[src/rtl/dda_pkg.sv]
`timescale 1ns / 1ps
// ----------------------------------------------------------------------------
// DDA line rasterizer package
// Shared constants and the sequencer state type of the line rasterizer.
// ----------------------------------------------------------------------------
package dda_pkg;

  localparam int COORD_BITS_DEF = 10;
  localparam int FRAC_BITS_DEF  = 16;
  localparam int COLOR_BITS     = 24;

  localparam logic MODE_START   = 1'b0;
  localparam logic MODE_ADVANCE = 1'b1;

  typedef enum logic [1:0] {
    ST_IDLE,
    ST_DIV_X,
    ST_DIV_Y
  } dda_state_t;

endpackage

[src/rtl/dda_line_rasterizer_unit.sv]
`timescale 1ns / 1ps
// ----------------------------------------------------------------------------
// DDA line rasterizer
// Loads a line, divides both axis spans by the step count on one shared
// restoring divider, then emits one pixel per advance transfer.
// ----------------------------------------------------------------------------
// Start transfer: the input stalls while the shared divider produces the x
// and then the y increment; a zero-length line skips the divider.
// Advance transfer: one per cycle while the output is not stalled; the pixel
// appears in the output register on the cycle after the transfer.
// Reset (rst, synchronous, active high) drops any active line and clears
// round_mode.
module dda_line_rasterizer_unit
  import dda_pkg::*;
#(
  parameter int COORD_BITS = COORD_BITS_DEF,
  parameter int FRAC_BITS  = FRAC_BITS_DEF
) (
  input  logic                  clk,
  input  logic                  rst,
  input  logic                  item_valid,
  output logic                  item_stall,
  input  logic                  mode,
  input  logic [COORD_BITS-1:0] x_start,
  input  logic [COORD_BITS-1:0] y_start,
  input  logic [COORD_BITS-1:0] x_end,
  input  logic [COORD_BITS-1:0] y_end,
  input  logic [COLOR_BITS-1:0] line_color,
  output logic                  pixel_valid,
  input  logic                  pixel_stall,
  output logic [COORD_BITS-1:0] pixel_x,
  output logic [COORD_BITS-1:0] pixel_y,
  output logic [COLOR_BITS-1:0] pixel_color,
  output logic                  last_pixel,
  input  logic                  cfg_valid,
  output logic                  cfg_ready,
  input  logic                  cfg_data
);

  localparam int POS_W  = COORD_BITS + FRAC_BITS;
  localparam int STEP_W = FRAC_BITS + 2;
  localparam int REM_W  = COORD_BITS + 1;
  localparam int CNT_W  = $clog2(FRAC_BITS + 1);

  dda_state_t state, state_next;

  logic                  round_mode;
  logic [POS_W-1:0]      pos_x, pos_y;
  logic [STEP_W-1:0]     step_x, step_y;
  logic [COORD_BITS-1:0] steps_left;
  logic [COLOR_BITS-1:0] held_color;

  logic [COORD_BITS-1:0] count_r;
  logic [COORD_BITS-1:0] mag_y;
  logic                  neg_x, neg_y;
  logic [REM_W-1:0]      rem;
  logic [FRAC_BITS:0]    quot;
  logic [CNT_W-1:0]      cnt;

  logic                  item_fire;
  logic                  start_fire;
  logic                  adv_fire;
  logic                  dx_neg, dy_neg;
  logic [COORD_BITS-1:0] ax, ay, count;

  logic [REM_W:0]        div_diff;
  logic                  div_ge;
  logic [REM_W-1:0]      rem_sel;
  logic [FRAC_BITS:0]    quot_next;
  logic                  div_done;
  logic                  div_neg;
  logic [STEP_W-1:0]     step_mag;
  logic [STEP_W-1:0]     step_new;

  logic [POS_W-1:0]      round_add;
  logic [POS_W-1:0]      pix_x_full, pix_y_full;

  assign item_fire  = item_valid && !item_stall;
  assign start_fire = item_fire && (mode == MODE_START);
  assign adv_fire   = item_fire && (mode == MODE_ADVANCE) && (steps_left != '0);

  assign dx_neg = x_end < x_start;
  assign dy_neg = y_end < y_start;
  assign ax     = dx_neg ? (x_start - x_end) : (x_end - x_start);
  assign ay     = dy_neg ? (y_start - y_end) : (y_end - y_start);
  assign count  = (ax > ay) ? ax : ay;

  // One restoring division step: quotient bit FRAC_BITS first, since the
  // span never exceeds the step count.
  assign div_diff  = {1'b0, rem} - {2'b00, count_r};
  assign div_ge    = !div_diff[REM_W];
  assign rem_sel   = div_ge ? div_diff[REM_W-1:0] : rem;
  assign quot_next = {quot[FRAC_BITS-1:0], div_ge};
  assign div_done  = (cnt == CNT_W'(FRAC_BITS));
  assign div_neg   = (state == ST_DIV_X) ? neg_x : neg_y;
  assign step_mag  = {1'b0, quot_next};
  assign step_new  = div_neg ? (STEP_W'(0) - step_mag) : step_mag;

  assign round_add  = round_mode ? (POS_W'(1) << (FRAC_BITS - 1)) : '0;
  assign pix_x_full = pos_x + round_add;
  assign pix_y_full = pos_y + round_add;

  assign cfg_ready = 1'b1;

  always_comb begin
    state_next = state;
    case (state)
      ST_IDLE: begin
        if (start_fire && (count != '0)) begin
          state_next = ST_DIV_X;
        end
      end
      ST_DIV_X: begin
        if (div_done) begin
          state_next = ST_DIV_Y;
        end
      end
      ST_DIV_Y: begin
        if (div_done) begin
          state_next = ST_IDLE;
        end
      end
      default: state_next = ST_IDLE;
    endcase
  end

  always_comb begin
    case (state)
      ST_IDLE: item_stall = pixel_valid && pixel_stall;
      default: item_stall = 1'b1;
    endcase
  end

  always_ff @(posedge clk) begin
    if (rst) begin
      state      <= ST_IDLE;
      round_mode <= 1'b0;
      steps_left <= '0;
      pixel_valid <= 1'b0;
    end else begin
      state <= state_next;
      if (cfg_valid && cfg_ready) begin
        round_mode <= cfg_data;
      end
      if (start_fire) begin
        steps_left <= count;
      end else if (adv_fire) begin
        steps_left <= steps_left - COORD_BITS'(1);
      end
      if (adv_fire) begin
        pixel_valid <= 1'b1;
      end else if (!pixel_stall) begin
        pixel_valid <= 1'b0;
      end
    end
  end

  always_ff @(posedge clk) begin
    if (start_fire) begin
      pos_x      <= {x_start, FRAC_BITS'(0)};
      pos_y      <= {y_start, FRAC_BITS'(0)};
      held_color <= line_color;
      count_r    <= count;
      mag_y      <= ay;
      neg_x      <= dx_neg;
      neg_y      <= dy_neg;
      rem        <= {1'b0, ax};
      quot       <= '0;
      cnt        <= '0;
      if (count == '0) begin
        step_x <= '0;
        step_y <= '0;
      end
    end else if (adv_fire) begin
      pos_x <= pos_x + {{(POS_W-STEP_W){step_x[STEP_W-1]}}, step_x};
      pos_y <= pos_y + {{(POS_W-STEP_W){step_y[STEP_W-1]}}, step_y};
    end
    if (state == ST_DIV_X || state == ST_DIV_Y) begin
      if (div_done) begin
        cnt  <= '0;
        quot <= '0;
        rem  <= {1'b0, mag_y};
        if (state == ST_DIV_X) begin
          step_x <= step_new;
        end else begin
          step_y <= step_new;
        end
      end else begin
        cnt  <= cnt + CNT_W'(1);
        quot <= quot_next;
        rem  <= {rem_sel[REM_W-2:0], 1'b0};
      end
    end
    if (adv_fire) begin
      pixel_x     <= pix_x_full[POS_W-1:FRAC_BITS];
      pixel_y     <= pix_y_full[POS_W-1:FRAC_BITS];
      pixel_color <= held_color;
      last_pixel  <= (steps_left == COORD_BITS'(1));
    end
  end

endmodule

[config.mk]
export PLATFORM = sky130hd
export DESIGN_NAME = dda_line_rasterizer_unit
export DESIGN_NICKNAME = d
export VERILOG_FILES = /design/src/rtl/dda_pkg.sv /design/src/rtl/dda_line_rasterizer_unit.sv
export SDC_FILE = /design/constraint.sdc
export NUM_CORES = 1
export LEC_CHECK = 0
export BUFFER_PORTS_ARGS = -buffer_cell sky130_fd_sc_hd__clkbuf_2
export CAP_MARGIN = 20
export CORE_ASPECT_RATIO = 0.9
export CORE_MARGIN = 2
export CORE_UTILIZATION = 53
export CTS_BUF_LIST = sky130_fd_sc_hd__clkbuf_4
export CTS_CLUSTER_SIZE = 20
export DETAILED_ROUTE_END_ITERATION = 16
export PLACE_DENSITY = 0.79
export SLEW_MARGIN = 20
export SYNTH_ARGS = -nofsm -noshare
export SYNTH_HDL_FRONTEND = slang
export SYNTH_SLANG_ARGS = --single-unit
export TNS_END_PERCENT = 50
[constraint.sdc]
create_clock -name clk -period 5 [get_ports clk]
set_clock_uncertainty 0.05 [all_clocks]
set_input_delay 1 -clock clk [delete_from_list [all_inputs] [get_ports clk]]
set_output_delay 1 -clock clk [all_outputs]
set_load 0.005 [all_outputs]
==> results_dict.tcl <==
set metrics [dict create \
    run_status "completed" \
    drt_pass1_iterations 5 \
    yosysWarningCount 0 \
    ys_seq_area_share_pct 43.8 \
    maximum_vdd_ir_drop_uv 346 \
    clock_tree.htree_level_count 2 \
    fin_cells 1959 \
    drt_drc_violations_left 0 \
    drt-wirelength-per-cell_um 17.4 \
    min_period_ns 4.83 \
    grt.total_usage_pct 25.2 \
    share_comb_of_total_power_pct 50.7 \
    synth.top_cells.by_area "sky130_fd_sc_hd__edfxtp_1 (32%), sky130_fd_sc_hd__dfxtp_1 (12%), sky130_fd_sc_hd__ha_1 (11%)" \
    mostFrequentLayoutCell "sky130_fd_sc_hd__edfxtp_1" \
    postSynth.asyncResetShare_pct 0 \
    intPower_mw 5.73 \
    post_synth_edffs 143 \
    synth_fp_nets 1520 \
    critPathCaptureType "flip-flop" \
    synthAdderAreaFrac_pct 12.0 \
    clkSlewWorstSetupHoldPaths_ns 0.07 \
    postRouteWirelength_um 34100 \
    drt-vias-per-instance 5.72 \
    clockPowerShare_pct 16.0 \
    number_of_placement_rows 55 \
    hp-class "reg2reg" \
    antenna_found_initial 1 \
    hpwlAfterDp_um 24900 \
    max_slew_margin_pct 25.8 \
    grt_first_pass_wirelength_um 55300 \
    drt_iter0_drc 943 \
    cts_sinks 225 \
    cp_slowest_stage_delay_ns 0.37 \
    hold_ws_ns 0.337 \
    setup_viol_count_final 0 \
    synth_flop_cell "sky130_fd_sc_hd__edfxtp_1" \
    synth.avg_cell_area_um2 10.2 \
    synth_top_family_by_area "compound AO/OA/AOI/OAI gates" \
    first_global_vias 11000 \
    finalHoldViolations 0 \
    yosysTopAreaCellShare_pct 31.7 \
    seq_power_share_pct 33.2 \
    synthesis.instances 1323 \
    cap_viol_max_count 0 \
    drtAntennaViolNets 0 \
    drive_above_1_share_pct 23.3 \
    sum_of_buffers_and_inverters_on_the_critical_path 4 \
    total_leakage_power_nw 7.04 \
    max_freq_mhz 207 \
    power.switching_mw 4.08 \
    switching_share_pct 41.6 \
    ys_types 82 \
    largest_driver_fanout_on_the_critical_path 18 \
    numPlacedInstances 1855 \
    tritoncts.num_buffers 57 \
    design.die.area_um2 26900 \
    final_max_slew_viol_count 0 \
    synth_xor_xnor_area_share_pct 6.76 \
    timing.critical_path.cells "clkbuf_2 -> inv_1 -> ha_1 -> inv_1 -> fa_1 -> a21o_1 -> a221oi_2 -> o21ai_2 -> a311o_1 -> o21ai_0 -> xor2_1 -> ha_1 -> a21oi_1 -> nor2b_1 -> o21ai_0 -> o211a_1 -> a31oi_2 -> buf_4 -> nor2_1 -> o2bb2ai_4 -> a41oi_4 -> a22o_1" \
    num_io_pins 119 \
    mostFrequentLayoutCells "sky130_fd_sc_hd__edfxtp_1 (143), sky130_fd_sc_hd__buf_4 (119), sky130_fd_sc_hd__ha_1 (117), sky130_fd_sc_hd__clkbuf_2 (117), sky130_fd_sc_hd__inv_1 (99)" \
    cts.root.buffer_cell "sky130_fd_sc_hd__clkbuf_4" \
    syn_to_final_growth_pct 18.5 \
    total_design_power_mw 9.82 \
    setup.worst_path.class "in2reg" \
    routed-via-count 11200 \
    critPathArrivalTime_ns 5.37 \
    globalplace.congestion 0.949 \
    clock_path_buffers 3 \
    total_cell_area_at_the_placement_stage_um2 15300 \
    slew_at_the_pin_closest_to_its_max_slew_limit_ns 1.11 \
    compound_cell_area_share_of_the_yosys_netlist_pct 19.3 \
    worst_path_dominant_cell_family "compound AO/OA/AOI/OAI gates" \
    synthMuxAreaShare_pct 1.83 \
    globalRoute.totalOverflow 0 \
    post_cts_setup_repair_buffer_count 0 \
    crit_slowest_cell "sky130_fd_sc_hd__fa_1" \
    grt_max_degree 84 \
    die_width_um 173 \
    crit_path_start_kind "primary input" \
    post_synthesis_register_bit_count 225 \
    final_net_count 1769 \
    synth_top_cell_by_area "sky130_fd_sc_hd__edfxtp_1" \
    min_period_over_period_pct 96.5 \
    final_design_area_no_fill_um2 16100 \
    placement.io_buffers 117 \
    power_per_cell_area_nw_per_um2 612 \
    placeableCoreArea_um2 25100 \
    mappedNetlistArea_um2 13500 \
    cts_tree "built" \
    clock_latency_ns 0.71 \
    start_util_pct 53.9 \
    synthSimpleGateAreaFrac_pct 11.8 \
    critical_path_required_ns 5.54 \
    die_height_um 156 \
]
synthesized netlist by cell type (4+ instances only):
| library cell | n |
|---|---|
| sky130_fd_sc_hd__a2111oi_0 | 4 |
| sky130_fd_sc_hd__a211oi_1 | 5 |
| sky130_fd_sc_hd__a21o_1 | 36 |
| sky130_fd_sc_hd__a21oi_1 | 75 |
| sky130_fd_sc_hd__a221o_1 | 4 |
| sky130_fd_sc_hd__a221oi_1 | 7 |
| sky130_fd_sc_hd__a22o_1 | 11 |
| sky130_fd_sc_hd__a31oi_1 | 18 |
| sky130_fd_sc_hd__and3_1 | 28 |
| sky130_fd_sc_hd__buf_2 | 4 |
| sky130_fd_sc_hd__buf_6 | 5 |
| sky130_fd_sc_hd__clkbuf_1 | 34 |
| sky130_fd_sc_hd__dfxtp_1 | 82 |
| sky130_fd_sc_hd__edfxtp_1 | 143 |
| sky130_fd_sc_hd__fa_1 | 7 |
| sky130_fd_sc_hd__ha_1 | 119 |
| sky130_fd_sc_hd__inv_1 | 103 |
| sky130_fd_sc_hd__mux2_2 | 6 |
| sky130_fd_sc_hd__mux2i_1 | 18 |
| sky130_fd_sc_hd__nand2_1 | 61 |
| sky130_fd_sc_hd__nand2b_1 | 19 |
| sky130_fd_sc_hd__nand3_1 | 59 |
| sky130_fd_sc_hd__nand4_1 | 6 |
| sky130_fd_sc_hd__nor2_1 | 76 |
| sky130_fd_sc_hd__nor2b_1 | 16 |
| sky130_fd_sc_hd__nor3_1 | 26 |
| sky130_fd_sc_hd__nor4_1 | 7 |
| sky130_fd_sc_hd__o211ai_1 | 16 |
| sky130_fd_sc_hd__o21a_1 | 10 |
| sky130_fd_sc_hd__o21ai_0 | 90 |
| sky130_fd_sc_hd__o21bai_1 | 8 |
| sky130_fd_sc_hd__o22ai_1 | 14 |
| sky130_fd_sc_hd__o2bb2ai_1 | 26 |
| sky130_fd_sc_hd__or2_2 | 6 |
| sky130_fd_sc_hd__or3_1 | 7 |
| sky130_fd_sc_hd__xnor2_1 | 56 |
| sky130_fd_sc_hd__xor2_1 | 43 |
logic make-up (layout without fill, tap and decap cells):
family	after synthesis	in the layout
simple gates	323	323
fa+ha+maj	126	126
flops	225	225
xor+xnor	102	102
buf+inv	150	443
mux	24	24
compound gates	372	372
other cells	1	2
state kept, by name, summed over array words and instances, names as in the netlist, 11 cells and up:
name / cells
pos_y: 26
step_y: 18
step_x: 18
pixel_color: 24
held_color: 24
quot: 16
pos_x: 26
rem: 11
layout make-up:
| class | instances | area [um^2] |
|---|---|---|
| Multi-Input combinational cell | 948 | 7060 |
| Clock inverter | 15 | 67.6 |
| Fill cell | 1966 | 9060 |
| Tap cell | 342 | 428 |
| Antenna cell | 1 | 2.50 |
| Sequential cell | 225 | 5940 |
| Clock buffer | 88 | 661 |
| Timing Repair Buffer | 237 | 1500 |
| Inverter | 103 | 402 |
path summary, 6_finish.rpt:
check | startpoint | endpoint | slack (ns) | cells past startpoint
max | y_end[0] | step_x[16] | 0.17 | 22
min | held_color[15] | pixel_color[15] | 0.34 | 0
min reg2reg | held_color[15] | pixel_color[15] | 0.34 | 0
max reg2reg | rem[1] | step_y[14] | 1.02 | 13
through the flow:
stage                     setup TNS (ns)  setup WS [ns]  util (%)
after global routing              -0.409        -0.0679      63.9
after floorplan                    -1.26        -0.0596         -
after detailed placement          -19.55         -0.539      61.0
after global placement             -8.28         -0.295      61.0
final                                  0          0.174      63.9
after CTS                              0          0.213      63.9
power groups by stage:
stage | sequential [mW] | combinational (mW) | clock [mW]
after global routing | 3.33 | 5.53 | 1.69
after CTS | 3.25 | 4.93 | 1.61
after detailed placement | 3.28 | 4.90 | 0
final | 3.26 | 4.98 | 1.57
after floorplan | 3.15 | 3.63 | 0
after global placement | 3.26 | 4.70 | 0
timing repair:
item,in CTS,in global routing
gates resized for setup,0,2
hold buffers,0,0
endpoints found under the setup margin,0,23
worst register-to-register path: stages (launching register included):
cell and delay [ns]:
sky130_fd_sc_hd__edfxtp_1 0.43, sky130_fd_sc_hd__ha_1 0.29, sky130_fd_sc_hd__nor2b_1 0.12, sky130_fd_sc_hd__o21ai_0 0.20, sky130_fd_sc_hd__a21boi_0 0.13, sky130_fd_sc_hd__o21ai_0 0.27, sky130_fd_sc_hd__a21oi_1 0.22, sky130_fd_sc_hd__a2111oi_2 0.59
sky130_fd_sc_hd__ha_1 0.37, sky130_fd_sc_hd__a21oi_1 0.13, sky130_fd_sc_hd__nor2_1 0.34, sky130_fd_sc_hd__o21ai_0 0.18, sky130_fd_sc_hd__xor2_1 0.33, sky130_fd_sc_hd__a22o_1 0.21
routing by layer:
layer	routed length (um)	GRT usage (%)	vias up
met4	665	7.98	0
li1	-	-	5407
met3	2480	4.19	61
met5	0	0	-
met1	15200	34.6	5324
met2	15800	41.1	405
(Power assumes the default switching activity.)
